File: src/rtl/taylor_series_sine_core_macros.svh
// concurrent check helpers shared by the rtl files
`ifndef TAYLOR_SERIES_SINE_CORE_MACROS_SVH
`define TAYLOR_SERIES_SINE_CORE_MACROS_SVH

// consequent must hold in the same cycle as the antecedent
`define TSS_ASSERT_SAME(lbl, clk, rst_n, ante, cons, msg) \
    lbl: assert property (@(posedge clk) disable iff (!rst_n) (ante) |-> (cons)) \
        else $error(msg);

// consequent must hold in the cycle after the antecedent
`define TSS_ASSERT_NEXT(lbl, clk, rst_n, ante, cons, msg) \
    lbl: assert property (@(posedge clk) disable iff (!rst_n) (ante) |=> (cons)) \
        else $error(msg);

`endif

File: src/rtl/tss_pkg.sv
package tss_pkg;

    localparam int TERM_COUNT = 10;
    localparam int FRAC_BITS  = 28;
    localparam int ANGLE_W    = 32;
    localparam int ACC_W      = 48;
    localparam int MAG_W      = ACC_W - 1;
    // x*x shifted down, always below the 48-bit magnitude cap
    localparam int SQ_W       = 2 * ANGLE_W - 1 - FRAC_BITS;
    localparam int TP_W       = MAG_W + SQ_W;
    localparam int QW         = TP_W - FRAC_BITS;
    localparam int D_MAX      = (2 * (TERM_COUNT - 1)) * (2 * (TERM_COUNT - 1) + 1);
    localparam int L_MAX      = $clog2(D_MAX);
    // dividend width that still yields a quotient below the cap
    localparam int QN_W       = MAG_W + L_MAX;
    localparam int RCP_W      = QN_W + 1;
    localparam int PROD_W     = QN_W + RCP_W;
    localparam int SH_W       = $clog2(PROD_W);
    localparam int T_LO_W     = (MAG_W + 1) / 2;
    localparam int T_HI_W     = MAG_W - T_LO_W;
    localparam int Q_LO_W     = (QN_W + 1) / 2;
    localparam int Q_HI_W     = QN_W - Q_LO_W;
    localparam int R_LO_W     = (RCP_W + 1) / 2;
    localparam int R_HI_W     = RCP_W - R_LO_W;

    typedef logic [RCP_W-1:0] t_recip;
    typedef logic [SH_W-1:0]  t_shift;

    typedef struct packed {
        logic                    vld;
        logic                    tneg;
        logic signed [ACC_W-1:0] acc;
        logic [MAG_W-1:0]        tmag;
        logic [SQ_W-1:0]         sq;
    } t_lane;

    // running sum plus a sign/magnitude term, saturated to 48 bits
    function automatic logic signed [ACC_W-1:0] acc_add(
        input logic signed [ACC_W-1:0] acc,
        input logic [MAG_W-1:0]        mag,
        input logic                    neg
    );
        logic [ACC_W:0] term;
        logic [ACC_W:0] s;
        term = neg ? (~{2'b00, mag} + 1'b1) : {2'b00, mag};
        s    = {acc[ACC_W-1], acc} + term;
        if (s[ACC_W] != s[ACC_W-1]) begin
            acc_add = s[ACC_W] ? {1'b1, {(ACC_W-1){1'b0}}} : {1'b0, {(ACC_W-1){1'b1}}};
        end else begin
            acc_add = s[ACC_W-1:0];
        end
    endfunction

endpackage

File: src/rtl/tss_prep.sv
module tss_prep (
    input  logic                               i_clk,
    input  logic                               i_rst_n,
    input  logic                               i_en,
    input  logic                               i_vld,
    input  logic signed [tss_pkg::ANGLE_W-1:0] i_angle,
    output tss_pkg::t_lane                     o_lane
);

    localparam int ANGLE_W = tss_pkg::ANGLE_W;
    localparam int MAG_W   = tss_pkg::MAG_W;

    logic [ANGLE_W-1:0]   n_ax;
    logic [2*ANGLE_W-1:0] n_sqp;

    logic                 r_vld;
    logic                 r_neg;
    logic [ANGLE_W-1:0]   r_ax;
    logic [2*ANGLE_W-1:0] r_sqp;

    // most negative angle maps to 2^31, still fits unsigned
    assign n_ax  = i_angle[ANGLE_W-1] ? (~i_angle + 1'b1) : i_angle;
    assign n_sqp = n_ax * n_ax;

    always_ff @(posedge i_clk) begin
        if (!i_rst_n) begin
            r_vld <= 1'b0;
        end else if (i_en) begin
            r_vld <= i_vld;
        end
    end

    always_ff @(posedge i_clk) begin
        if (i_en) begin
            r_neg <= i_angle[ANGLE_W-1];
            r_ax  <= n_ax;
            r_sqp <= n_sqp;
        end
    end

    always_comb begin
        o_lane.vld  = r_vld;
        o_lane.tneg = r_neg;
        o_lane.acc  = '0;
        o_lane.tmag = {{(MAG_W-ANGLE_W){1'b0}}, r_ax};
        o_lane.sq   = r_sqp[tss_pkg::FRAC_BITS +: tss_pkg::SQ_W];
    end

endmodule

File: config.mk
export PLATFORM = sky130hd
export DESIGN_NAME = tss_prep
export DESIGN_NICKNAME = d
export VERILOG_FILES = /design/src/rtl/taylor_series_sine_core_macros.svh /design/src/rtl/tss_pkg.sv /design/src/rtl/tss_prep.sv
export SDC_FILE = /design/constraint.sdc
export NUM_CORES = 2
export LEC_CHECK = 0
export ABC_AREA = 1
export BUFFER_PORTS_ARGS = -buffer_cell sky130_fd_sc_hd__buf_2
export CAP_MARGIN = 20
export CORE_MARGIN = 2
export CORE_UTILIZATION = 45
export CTS_BUF_LIST = sky130_fd_sc_hd__clkbuf_16
export CTS_CLUSTER_SIZE = 16
export DETAILED_ROUTE_END_ITERATION = 12
export SYNTH_ARGS = -nofsm -noshare
export SYNTH_HDL_FRONTEND = slang
export SYNTH_SLANG_ARGS = --single-unit
File: constraint.sdc
create_clock -name i_clk -period 8.3 [get_ports i_clk]
set_input_delay 1.245 -clock i_clk [delete_from_list [all_inputs] [get_ports i_clk]]
set_output_delay 1.245 -clock i_clk [all_outputs]
set_load 0.1 [all_outputs]
==> results.sh <==
export IMPL_setup_ws_ps=-338
export IMPL_clock_sinks=69
export IMPL_grt_usage_pct=31.1
export IMPL_cp_slowest_cell="fa_1"
export IMPL_io_buffers=104
export IMPL_start_util_pct=45.5
export IMPL_startpoint="i_angle[3]"
export IMPL_gp_congestion=0.987
export IMPL_max_freq_ghz=0.116
export IMPL_ff_latch_area_um2=2060
export IMPL_cpMostUsedCell="fa_1"
export IMPL_vias=28000
export IMPL_drc=7
export IMPL_postRouteAntennaNets=0
export IMPL_hold_violations=0
export IMPL_status="finished with violations"
export IMPL_min_from="r_vld"
export IMPL_wirelength_um=115000
export IMPL_dp_hpwl_um=97000
export IMPL_cts_tree="built"
export IMPL_yosysSeqAreaShare_pct=6.20
export IMPL_cts_root_buf="clkbuf_16"
export IMPL_worstSetupPathType="in -> reg"
export IMPL_chipHeight_um=276
export IMPL_clkTransAtPathRegs_ps=80
export IMPL_start_kind="input pin"
export IMPL_yosysUniqueCellTypes=51
export IMPL_ys_ff_latch=69
export IMPL_netlist_area_um2=33200
export IMPL_dpl_cell_area_um2=39800
export IMPL_post_place_ws_ps=-1110
export IMPL_die_w_um=276
export IMPL_tightest_slew_ps=966
export IMPL_slowest_delay_ps=570
export IMPL_period_share_pct=104
export IMPL_endpoint_kind="flip-flop"
export IMPL_crit_arrival_ps=8910
export IMPL_core_area_um2=73100
export IMPL_htree_levels=3
export IMPL_syn_area_per_cell_um2=8.48
export IMPL_maxSlewViolCount=0
export IMPL_die_area_um2=76000
export IMPL_multiInputGateArea_um2=28800
export IMPL_via_per_inst=4.93
export IMPL_row_count=99
export IMPL_wire_per_inst_um=20.2
export IMPL_synth_top_flop_cell="edfxtp_1"
export IMPL_crit_fanout=7
export IMPL_grt_pass1_wl_um=175000
export IMPL_syn2layout_area_growth_pct=32.7
export IMPL_slew_headroom_pct=35.6
export IMPL_clk_latency_ps=400
export IMPL_min_period_ps=8640
export IMPL_grt_antenna_before_repair=6
export IMPL_grt_overflow_total=0
export IMPL_fin_area_um2=44100
export IMPL_violations="DRC, setup timing"
export IMPL_cts_buffers=9
export IMPL_grt_pass1_vias=30100
export IMPL_worst_clock_skew_ps=0
export IMPL_synth_edf_count=68
export IMPL_timing_rr_start="r_vld"
export IMPL_io_pins=168
export IMPL_synthArstFlopShare_pct=0
export IMPL_drive_gt1_share_pct=32.3
export IMPL_fill_cells=6296
export IMPL_synth_warnings=0
export IMPL_cts_path_max_buffers=2
export IMPL_max_cap_violations=0
export IMPL_grt_start_max_net_pins=56
export IMPL_rsz0062_at_grt="yes"
export IMPL_hold_path_class="reg -> reg"
export IMPL_drt_iter0_drc=1931
export IMPL_syn_inst=3918
export IMPL_drt_first_pass_iters=9
export IMPL_setup_viol=33
export IMPL_holdBufCountCts=0
export IMPL_required_ps=8580
export IMPL_fin_nets=5819
## logic make-up (layout without fill, tap and decap cells)
kind of cell	count (synthesis)	after routing	share of synthesized area (%)
compound gates	214	214	3.73
xor+xnor	39	39	1.11
fa+ha+maj	1069	1069	58.3
buf+inv	1393	2108	16.8
flops	69	69	6.20
mux	1	1	0.0301
other cells	2	89	0.0226
simple gates	1131	1131	13.8
## state kept, by name, indices dropped and copies added (netlist names)
signal / count
r_ax: 32
r_neg: 1
r_sqp: 35
r_vld: 1
## path summary, 6_finish.rpt
kind	depth (start not counted)	slack (ps)	endpoint
min	2	550	r_vld
max reg2reg	2	7630	r_vld
min reg2reg	2	550	r_vld
max	39	-340	r_sqp[42]
## cell usage in the layout, fill, tap and decap left out, types with 16 or more instances in the layout
cell type / instances
a21oi_1: 38
a21oi_2: 33
buf_12: 43
buf_2: 92
buf_4: 638
buf_6: 57
conb_1: 88
edfxtp_1: 68
fa_1: 742
fa_2: 55
ha_1: 224
ha_4: 46
inv_1: 1130
inv_2: 94
nand2_1: 482
nand2_2: 84
nand2_4: 31
nand3_1: 55
nand3_2: 18
nor2_1: 221
nor2_2: 100
nor2_4: 74
o21ai_0: 23
o21ai_1: 17
o21ai_2: 16
o21bai_1: 22
xor2_1: 21
## what timing repair did
action | in CTS | in global routing
buffers inserted | 55 | 50
setup endpoints to repair | 35 | 35
hold endpoints to repair | 0 | 0
pin swaps | 214 | 159
cloned | 1 | 0
resized for setup | 503 | 373
## metrics by stage
stage               hold slack [ps]  util [%]  std cells  setup TNS (ps)
CTS                             554      58.0       5632           -3220
global placement                527      54.5       5566          -33400
floorplan                       502         -       4004           -51.0
detailed placement              531      54.5       5566          -32310
finish                          547      60.3       5679           -6040
global route                    603      60.3       5679          -14190
## critical path: cells and delay by family
kind | cells | cell delay (ps)
adder cells (fa/ha/maj) | 9 | 4320
XOR/XNOR | 1 | 200
AND/OR/NAND/NOR | 12 | 1420
buffers and inverters | 15 | 1460
AO/OA/AOI/OAI | 2 | 230
## synth_stat cells, types with 4 or more instances
cell	number	area, µm²
a21boi_0	7	52.6
nand2_1	585	2200
nor2_4	5	56.3
o21ai_0	61	305
o21ai_1	4	20.0
a21oi_1	85	425
xor2_1	28	245
fa_1	797	16000
nand4_1	9	56.3
clkbuf_1	21	78.8
or2_2	7	43.8
buf_4	77	578
buf_2	41	205
edfxtp_1	68	2040
nor3_1	16	80.1
and3_1	5	31.3
nor4_1	8	50.1
buf_1	4	15.0
ha_1	272	3400
inv_1	1219	4580
nand2_2	16	100
nor2_2	7	43.8
o21bai_1	23	173
nor2_1	383	1440
o21a_1	4	30.0
nand3_1	74	370
a21o_1	12	90.1
a31oi_1	5	31.3
xnor2_1	9	78.8
inv_2	25	93.8
## per-layer routing
metal  global-route usage [%]  part of all wire [%]
met3                     6.58                   8.5
met4                     8.79                   3.4
met1                     42.1                    41
met2                     50.7                    48
met5                        0                 0.047
## cell type report
type / count / area share (%)
Inverter: 1248 / 10.9
Clock inverter: 7 / 0.170
Clock buffer: 9 / 0.511
Antenna cell: 1 / 0.00568
Timing Repair Buffer: 843 / 15.7
Tap cell: 959 / 2.72
Multi-Input combinational cell: 2542 / 65.2
Timing Repair inverter: 1 / 0.0199
Sequential cell: 69 / 4.68
Power is left out: the tool's default activity adds up to more than one toggle a clock period on the data nets, which glitch-free logic cannot reach.
